## config.mk

```make
export PLATFORM = sky130hd
export DESIGN_NAME = pli_ram
export DESIGN_NICKNAME = d
export VERILOG_FILES = /design/src/hdl/pli_ram.sv
export SDC_FILE = /design/constraint.sdc
export NUM_CORES = 1
export LEC_CHECK = 0
export ABC_AREA = 1
export BUFFER_PORTS_ARGS = -buffer_cell sky130_fd_sc_hd__buf_2
export CORE_MARGIN = 1
export CORE_UTILIZATION = 30
export DETAILED_ROUTE_END_ITERATION = 8
export PLACE_DENSITY = 0.5
export SLEW_MARGIN = 20
export SYNTH_ARGS = -nofsm -noshare
export SYNTH_HDL_FRONTEND = slang
export SYNTH_SLANG_ARGS = --single-unit
export TNS_END_PERCENT = 30
```

## constraint.sdc

```tcl
create_clock -name clock -period 3 [get_ports clock]
set_input_delay 0 -clock clock [delete_from_list [all_inputs] [get_ports clock]]
set_output_delay 0 -clock clock [all_outputs]
set_load 0.05 [all_outputs]
```

## src/hdl/pli_ram.sv

```systemverilog
// Generic single-port-write, single-port-read RAM with registered read.
module pli_ram #(
   parameter int WIDTH = 8,
   parameter int DEPTH = 16
) (
   input  logic                     clock,
   input  logic                     wr_en,
   input  logic [$clog2(DEPTH)-1:0] wr_addr,
   input  logic [WIDTH-1:0]         wr_data,
   input  logic [$clog2(DEPTH)-1:0] rd_addr,
   output logic [WIDTH-1:0]         rd_data
);
   logic [WIDTH-1:0] mem [DEPTH];

   always_ff @(posedge clock) begin
      if (wr_en) begin
         mem[wr_addr] <= wr_data;
      end
      rd_data <= mem[rd_addr];
   end
endmodule

```

==> flow_metrics.tcl, run 1 <==
set metrics [dict create \
    vias 3677 \
    critPathRequiredTime_ns 3.30 \
    r2r-end "rd_data[6]" \
    clk_latency_ns 0.42 \
    grt_pass1_wl_microns 21000 \
    cap_violations 0 \
    power_frac_seq_pct 48.7 \
    vdd.ir_drop.worst_uv 356 \
    cts_resized 0 \
    cts_max_level 4 \
    rsz0062_at_grt "false" \
    gp_congestion 0.791 \
    tightest_slew_ns 0.963 \
    synthTopCellsByArea "edfxtp_1, nand2_1, nand3_1, inv_1, dfxtp_1" \
    cp_num_buf_inv 3 \
    hold_path_depth 1 \
    fin_crit_sh_pct 41.3 \
    grt-ovfl-total 0 \
    p_clk_share_pct 44.6 \
    skew_ns 0.00672 \
    slew_viol_final 0 \
    slew_headroom_pct 35.6 \
    synthCells 551 \
    die_height_microns 141 \
    io_buffers 25 \
    area_growth_pct 14.8 \
    syn_avg_cell_area_sq_um 10.5 \
    path_clk_slew_ns 0.05 \
    timing.rr.start "mem[1][6]" \
    viasPerCell 4.47 \
    min_to "mem[11][2]" \
    cp_top_family "buffers and inverters" \
    antenna_found_initial 0 \
    wl_microns 13600 \
    die-area_sq_um 19800 \
    cts_made_buffers 17 \
    r2r.worst_path.cells 6 \
    nNetsFinal 594 \
    yosysWarnings 0 \
    rows 50 \
    synth_area_sq_um 5770 \
    intPower_mw 3.40 \
    io_pins 26 \
    finalHoldViolCount 0 \
    drtIter0Drc 281 \
    fin_util_pct 35.3 \
    powerDensity_nw_per_um2 664 \
    combPwrFrac_pct 6.7 \
    final.setup.tns_ns 0 \
    drive_gt1_share_pct 10.0 \
    start_kind "primary input" \
    drtAntennaViolNets 0 \
    tritoncts "built" \
    worst_hold_path_type "in2reg" \
    cts_sinks 136 \
    wl_per_cell_microns 16.5 \
    grt_pass1_vias 3609 \
    hp-start "wr_data[2]" \
    endpoint_kind "flip-flop" \
    r2r_slack_ns 1.97 \
    grtUsageTotal_pct 14.8 \
    dp.final_hpwl_microns 8360 \
    ys_seq_area_share_pct 69.4 \
    grt_max_degree 65 \
    synth_top_area_share_pct 66.7 \
    p_sw_mw 0.999 \
    yosys.area.top_type "edfxtp_1" \
    p_leak_nw 2.80 \
    cp_cell_sequence "buf_2 > inv_2 > buf_4 > nand2_1 > nand3_1 > nand3_1 > nand3_1 > nand2_1" \
    status "finished clean" \
    slowest_stage "inv_2" \
    cp_max_fo 33 \
    syn-num-nets 569 \
    die_w_microns 141 \
    clk_path_buf_depth 2 \
    synth-seq-cells 136 \
    path_class "in2reg" \
    postPlaceCellArea_sq_um 6040 \
    core_area_sq_um 18800 \
    clock-root-buffer "clkbuf_16" \
    dr.pass1.iters 5 \
    antenna_cells 0 \
    setup_viol 0 \
    crit_path_frequent_cell "nand3_1" \
    max_freq_mhz 806 \
    yosysUniqueCellTypes 12 \
    drc 0 \
    cp_slowest_stage_delay_ns 0.44 \
    fin_area_sq_um 6620 \
    initial_utilization_pct 30.7 \
    crit_arrival_ns 1.54 \
    sw_frac_of_total_pct 22.7 \
    fin_crit_ns 1.24 \
]
## worst max-delay path by stage
| stage | from | endpoint | slack (ns) | cells after the start |
|---|---|---|---|---|
| after floorplan | wr_addr[2] | mem[10][0] | 2.05 | 2 |
| after global placement | rd_addr[0] | rd_data[5] | 1.35 | 8 |
| after detailed placement | rd_addr[0] | rd_data[5] | 1.33 | 8 |
| after CTS | rd_addr[0] | rd_data[5] | 1.76 | 8 |
| after global routing | rd_addr[0] | rd_data[6] | 1.63 | 9 |
| final | rd_addr[0] | rd_data[5] | 1.76 | 8 |
## synth_stat cells
cell type  number
buf_1           1
buf_2          13
buf_4           4
buf_6           6
dfxtp_1         8
edfxtp_1      128
inv_1         100
inv_2           2
nand2_1       173
nand3_1        97
nand3b_1        2
nor2_1         17
## worst reg2reg max path, stage by stage, from the launching register on
cell	delay [ns]
edfxtp_1	0.37
inv_1	0.06
nand2_1	0.04
nand3_1	0.11
nand3_1	0.15
nand3_1	0.13
nand2_1	0.06
## timing repair
| item | in CTS | in global routing |
|---|---|---|
| hold endpoints to repair | 11 | 0 |
| hold buffers | 2 | 0 |
| buffers inserted | 0 | 0 |
## per-layer routing
metal	vias up	wire length [microns]	GRT usage, %
li1	1820	-	-
met1	1741	6420	19.7
met2	104	6250	23.5
met3	12	731	3.29
met4	0	191	5.32
met5	-	0	0
## through the flow
stage	instances	hold slack [ns]	setup WS (ns)	power [mW]
2_1_floorplan	551	0.0989	2.05	2.37
3_3_place_gp	789	0.395	1.35	2.47
3_5_place_dp	789	0.405	1.33	2.48
4_1_cts	823	0.00222	1.76	4.43
5_1_grt	823	0.00903	1.63	4.53
6_report	823	0.00644	1.76	4.40
## power groups by stage
stage / registers (mW) / clock network (mW) / logic, mW
6_report: 2.14 / 1.96 / 0.293
4_1_cts: 2.14 / 1.99 / 0.298
3_3_place_gp: 2.18 / 0 / 0.293
5_1_grt: 2.14 / 2.07 / 0.324
2_1_floorplan: 2.22 / 0 / 0.150
3_5_place_dp: 2.18 / 0 / 0.294
## sequential cells by signal, indices dropped and copies added (netlist names)
name	count
rd_data	8
mem	128
## cell usage in the layout, fill, tap and decap left out
cell type      count
buf_2             25
buf_4              3
inv_1            100
clkinv_1           3
inv_2              2
bufinv_16          2
nand2_1          173
edfxtp_1         128
nand3_1           97
clkinvlp_4         6
clkinv_2           4
nor2_1            17
dlygate4sd3_1      2
dfxtp_1            8
nand3b_1           2
clkbuf_16         17
## cells by family after synthesis
logic type             count (synthesis)  synth area share, %
flip-flops                           136                 69.4
AND/OR/NAND/NOR                      289                 21.0
buffers and inverters                126                 9.52
## layout make-up
type	count	area, sq um
clock buffers	17	425
clock inverters	15	136
fillers	1859	12100
inverters	102	383
multi-input cells	289	1210
flip-flops and latches	136	4000
well taps	234	293
repair buffers	30	168
Power figures use the tool's default switching activity.
==> run 2, diff against run 1 <==
- ABC_AREA: 1 -> 0
- PLACE_DENSITY: 0.5 -> 0.51
- clock period: 3 -> 1.05 ns (I/O delays scaled with it)
==> run 2 against run 1 <==
Effect of this change:
- final cell count shrank 34%
- critical endpoint is now rd_data[4]
- largest cell class unchanged
- clock skew decreased by 0.0027 ns
- worst hold slack improved by 0.16 ns
- critical path type is now reg2reg
- the flow now finishes with violations (negative setup slack)
- die area shrank 11%
==> flow_metrics.tcl, run 2 <==
set metrics [dict create \
    status "finished, violations left" \
    violations "negative setup slack" \
    die_height_microns 133 \
    finalHoldViolCount 0 \
    synth_area_sq_um 5150 \
    rows 47 \
    nNetsFinal 325 \
    min_to "mem[8][5]" \
    io_pins 26 \
    slew_headroom_pct 39.9 \
    powerDensity_nw_per_um2 1970 \
    vias 2471 \
    synthCells 229 \
    synth-adder-area-share_pct 0 \
    largest_reg_flops 128 \
    cap_violations 0 \
    setup_viol 8 \
    postPlaceCellArea_sq_um 5860 \
    synth-edff-count 128 \
    cp_slowest_stage_delay_ns 0.52 \
    wl_microns 10400 \
    synth_top_family_by_area "multiplexers" \
    clk_latency_ns 0.40 \
    viasPerCell 4.58 \
    grt_max_degree 17 \
    synth_common_cells "edfxtp_1, mux4_2, a22oi_1, mux4_1, nor2_1" \
    cp_cell_sequence "mux4_1 > a22oi_1 > nand2_1" \
    die_w_microns 133 \
    gp_congestion 0.670 \
    dp.final_hpwl_microns 6780 \
    r2r_slack_ns -0.24 \
    synth_flop_cell "edfxtp_1" \
    fin_crit_ns 1.29 \
    power.total_mw 12.9 \
    synth-seq-cells 136 \
    async_reset_ff_share_pct 0 \
    synth-simple-area-share_pct 3.18 \
    grt_pass1_wl_microns 15800 \
    grt_pass1_vias 2672 \
    setup_ws_ns -0.243 \
    slowest_stage "mux4_1" \
    layout_common_cells "edfxtp_1, mux4_2, buf_4" \
    yosysUniqueCellTypes 19 \
    holdWs_ns 0.171 \
    wl_per_cell_microns 19.2 \
    tightest_slew_ns 0.900 \
    start_kind "flip-flop" \
    reg_top3 "mem: 128 flops, rd_data: 8 flops" \
    core_area_sq_um 16600 \
    crit_arrival_ns 1.58 \
    synth_top_area_share_pct 74.7 \
    synthTopCellsByArea "edfxtp_1, mux4_2, mux4_1, dfxtp_1, a22oi_1" \
    area_growth_pct 27.2 \
    critPathRequiredTime_ns 1.33 \
    fin_crit_sh_pct 123 \
    cts_max_level 4 \
    rsz0062_at_grt "true" \
    r2r.worst_path.cells 3 \
    drtAntennaViolNets 0 \
    syn-num-nets 247 \
    drive_gt1_share_pct 41.6 \
    ys_seq_area_share_pct 77.8 \
    drc 0 \
    initial_utilization_pct 30.9 \
    cts_sinks 136 \
    path_class "reg2reg" \
    yosysWarnings 0 \
    endpoint_kind "flip-flop" \
    io_buffers 25 \
    hold_path_depth 3 \
    die-area_sq_um 17700 \
    p_leak_nw 2.20 \
    cts_made_buffers 17 \
    clk_path_buf_depth 2 \
    max_freq_mhz 774 \
    yosys.area.top_type "edfxtp_1" \
    clock-root-buffer "clkbuf_16" \
    antenna_found_initial 0 \
    largest-register "mem" \
    r2r-end "rd_data[4]" \
    cp_max_fo 1 \
    fin_area_sq_um 6550 \
    path_clk_slew_ns 0.06 \
    slew_viol_final 0 \
    vdd.ir_drop.worst_uv 1070 \
    grt-ovfl-total 0 \
    hp-start "wr_addr[0]" \
    dr.pass1.iters 4 \
    worst_hold_path_type "in2reg" \
    final_common_cell "edfxtp_1" \
    synthMuxAreaShare_pct 15.0 \
    grtUsageTotal_pct 12.7 \
    synth_most_common_cell "edfxtp_1" \
    synth-compound-area-share_pct 2.33 \
    synthXorXnorAreaFrac_pct 0 \
    tritoncts "built" \
    antenna_cells 0 \
    syn_avg_cell_area_sq_um 22.5 \
    skew_ns 0.00405 \
    drtIter0Drc 168 \
    timing.rr.start "mem[9][4]" \
]
-- run 2: changes by cell type in the layout (fill, tap and decap cells not counted), sizes merged, moves of 16 or more --
cell,delta
mux4,+32
buf,+32
inv,-102
nand3,-96
nand2,-164
a22oi,+16
-- run 2: routing by layer --
metal	global-route usage, %	vias to the layer above	part of all wire (%)
li1	-	1118	-
met1	16.5	1292	46
met2	20.3	53	49
met3	3.41	8	4.0
met4	4.60	0	0.97
met5	0	-	0
-- run 2: area by class of cell --
class                   instances  area, sq um
fillers                      1469        10100
flip-flops and latches        136         4000
multi-input cells              83         1090
repair buffers                 69          581
clock buffers                  21          440
well taps                     220          275
clock inverters                11          154
-- run 2: power breakdown --
part	switching (mW)	internal [mW]	total (mW)	leakage (nW)
Combinational	0.478	0.344	0.822	0.682
Sequential	0.0355	6.07	6.11	1.22
Clock	2.01	3.93	5.94	0.296
Total	2.52	10.4	12.9	2.20
-- run 2: worst max-delay path, delay by kind of cell, from the launching register on --
kind / cells / cell delay [ns]
and+or+nand+nor: 1 / 0.10
DFF: 1 / 0.36
muxes: 1 / 0.52
AOI/OAI and AO/OA: 1 / 0.20
-- run 2: timing repair --
item | CTS | global route
gates resized for setup | 14 | 9
endpoints found under the setup margin | 9 | 9
setup buffers | 0 | 0
hold buffers | 8 | 0
pin swaps | 8 | 4
endpoints found under the hold margin | 124 | 0
-- run 2: kinds of logic after synthesis --
family	Yosys count
AO/OA/AOI/OAI	16
buffers and inverters	10
AND/OR/NAND/NOR	35
multiplexers	32
flip-flops	136
-- run 2: stage by stage --
step                      setup slack, ns  TNS [ns]  cells  utilization (%)
after floorplan                    -0.142     -2.97    229                -
after global placement             -0.481    -10.17    500             35.2
after detailed placement           -0.493    -11.23    500             35.2
after CTS                          -0.259     -1.84    540             39.3
after global routing               -0.285     -2.01    540             39.3
final                              -0.243     -1.58    540             39.3
-- run 2: worst max path at each step --
stage                  to  startpoint  cells after the start  slack (ns)
2_1_floorplan   mem[4][0]  wr_addr[3]                      2       -0.14
3_3_place_gp   rd_data[0]  rd_addr[0]                      6       -0.48
3_5_place_dp   rd_data[0]  rd_addr[0]                      6       -0.49
4_1_cts        rd_data[4]   mem[0][4]                      3       -0.26
5_1_grt        rd_data[5]  mem[10][5]                      3       -0.29
6_report       rd_data[4]   mem[9][4]                      3       -0.24
==> run 3, diff against run 2 <==
- clock period: 1.05 -> 1 ns (I/O delays scaled with it)
==> run 3 against run 2 <==
Effect of this change:
- the run still ends with negative setup slack left
- sequential share of layout area increased by 0.27 points
- clock power decreased by 3.7%
- worst hold slack got worse by 0.022 ns
- global-route usage increased by 0.24 points
- combinational power increased by 6.8%
- power increased by 1.1%
- critical path depth unchanged
- via count decreased by 1.1%
- register-to-register slack got worse by 0.06 ns
- highest routed layer unchanged
- core utilization decreased by 0.17 points
- first-iteration DRC count increased by 26%
- count of clock-buffer cells in the layout decreased by 3
==> flow_metrics.tcl, run 3 (synthesis results as in run 2) <==
set metrics [dict create \
    worst_hold_path_type "in2reg" \
    vias 2444 \
    rows 47 \
    tritoncts "built" \
    wl_microns 10100 \
    slew_headroom_pct 34.2 \
    initial_utilization_pct 30.9 \
    intPower_mw 10.3 \
    cp_top_family "multiplexers" \
    grt_pass1_wl_microns 15800 \
    die-area_sq_um 17700 \
    area_growth_pct 26.6 \
    p_clk_share_pct 44.0 \
    start_kind "flip-flop" \
    antenna_found_initial 0 \
    hold_path_depth 3 \
    antenna_cells 0 \
    crit_end "rd_data[2]" \
    drtIter0Drc 212 \
    reg_top3 "mem: 128 flops, rd_data: 8 flops" \
    final.setup.tns_ns -2.03 \
    gp_congestion 0.697 \
    dpl.cell_count 498 \
    core_area_sq_um 16600 \
    setup_ws_ns -0.307 \
    timing.rr.start "mem[2][2]" \
    grt_pass1_vias 2628 \
    fin_area_sq_um 6520 \
    grtUsageTotal_pct 12.9 \
    final_cells 538 \
    clk_path_buf_depth 2 \
    wl_per_cell_microns 18.8 \
    largest-register "mem" \
    cts_sinks 136 \
    max_freq_mhz 765 \
    fin_util_pct 39.2 \
    p_sw_mw 2.69 \
    p_leak_nw 2.19 \
    holdWs_ns 0.149 \
    grt-ovfl-total 0 \
    slowest_stage "mux4_2" \
    nNetsFinal 323 \
    cap_violations 0 \
    finalHoldViolCount 0 \
    cp_cell_sequence "mux4_2 > a22oi_2 > nand2_1" \
    violations "negative setup slack" \
    cp_max_fo 1 \
    slew_viol_final 0 \
    fin_crit_ns 1.31 \
    vdd.ir_drop.worst_uv 1400 \
    fin_crit_sh_pct 131 \
    final_common_cell "edfxtp_1" \
    largest_reg_flops 128 \
    io_buffers 25 \
    skew_ns 0.00716 \
    endpoint_kind "flip-flop" \
    die_w_microns 133 \
    die_height_microns 133 \
    r2r-end "rd_data[2]" \
    power_frac_seq_pct 49.3 \
    combPwrFrac_pct 6.7 \
    drive_gt1_share_pct 40.3 \
    pre_cts_ws_ns -0.469 \
    tightest_slew_ns 0.985 \
    drc 0 \
    sw_frac_of_total_pct 20.7 \
    postPlaceCellArea_sq_um 5850 \
    powerDensity_nw_per_um2 2000 \
    grt_max_degree 17 \
    dp.final_hpwl_microns 6650 \
    cts_made_buffers 17 \
    cp_num_buf_inv 0 \
    dr.pass1.iters 4 \
    clock-root-buffer "clkbuf_16" \
    io_pins 26 \
    path_class "reg2reg" \
    path_clk_slew_ns 0.06 \
    r2r.worst_path.cells 3 \
    drtAntennaViolNets 0 \
    crit_cells 3 \
    cts_max_level 4 \
    setup_viol 8 \
    rsz0062_at_grt "true" \
    crit_arrival_ns 1.61 \
    postCtsSetupBuffers 0 \
    critPathRequiredTime_ns 1.30 \
    startpoint "mem[2][2]" \
    r2r_slack_ns -0.31 \
    layout_common_cells "edfxtp_1, buf_4, mux4_2" \
    status "finished, violations left" \
    clk_latency_ns 0.42 \
    viasPerCell 4.54 \
    cp_slowest_stage_delay_ns 0.48 \
    power.total_mw 13.0 \
]
[run 3: worst min-delay path by stage]
| stage | startpoint | slack, ns | to |
|---|---|---|---|
| floorplan | wr_data[0] | 0.1 | mem[0][0] |
| global placement | wr_data[4] | 0.38 | mem[5][4] |
| detailed placement | wr_data[4] | 0.40 | mem[6][4] |
| CTS | wr_addr[1] | 0.13 | mem[4][0] |
| global route | wr_addr[1] | 0.16 | mem[4][5] |
| finish | wr_addr[1] | 0.15 | mem[4][2] |
[run 3: power by group through the flow]
stage / Sequential (mW) / Clock (mW) / Combinational (mW)
floorplan: 6.65 / 0 / 0.332
global placement: 6.52 / 0 / 0.797
detailed placement: 6.53 / 0 / 0.806
CTS: 6.42 / 5.82 / 0.871
global route: 6.42 / 6.07 / 0.944
finish: 6.42 / 5.72 / 0.878
[run 3: worst min-delay path, delay by kind of cell]
| kind | cells | cell delay, ns |
|---|---|---|
| buffers and inverters | 2 | 0.32 |
| AND/OR/NAND/NOR | 1 | 0.07 |
[run 3: timing repair]
item | in CTS | in global routing
hold buffers | 8 | 0
endpoints found under the hold margin | 128 | 0
setup endpoints to repair | 12 | 11
pin swaps | 5 | 4
gates resized for setup | 18 | 10
[run 3: cell type report]
type,instances,area [sq um]
Clock buffer,18,429
Fill cell,1499,10100
Clock inverter,14,114
Sequential cell,136,4000
Tap cell,220,275
Multi-Input combinational cell,83,1110
Timing Repair Buffer,67,586
[run 3: layer usage]
| layer | wire (microns) | vias up | global-route usage [%] |
|---|---|---|---|
| met5 | 0 | - | 0 |
| met4 | 169 | 0 | 5.75 |
| met3 | 492 | 15 | 4.14 |
| met1 | 4880 | 1253 | 17.7 |
| li1 | - | 1120 | - |
| met2 | 4590 | 56 | 18.6 |
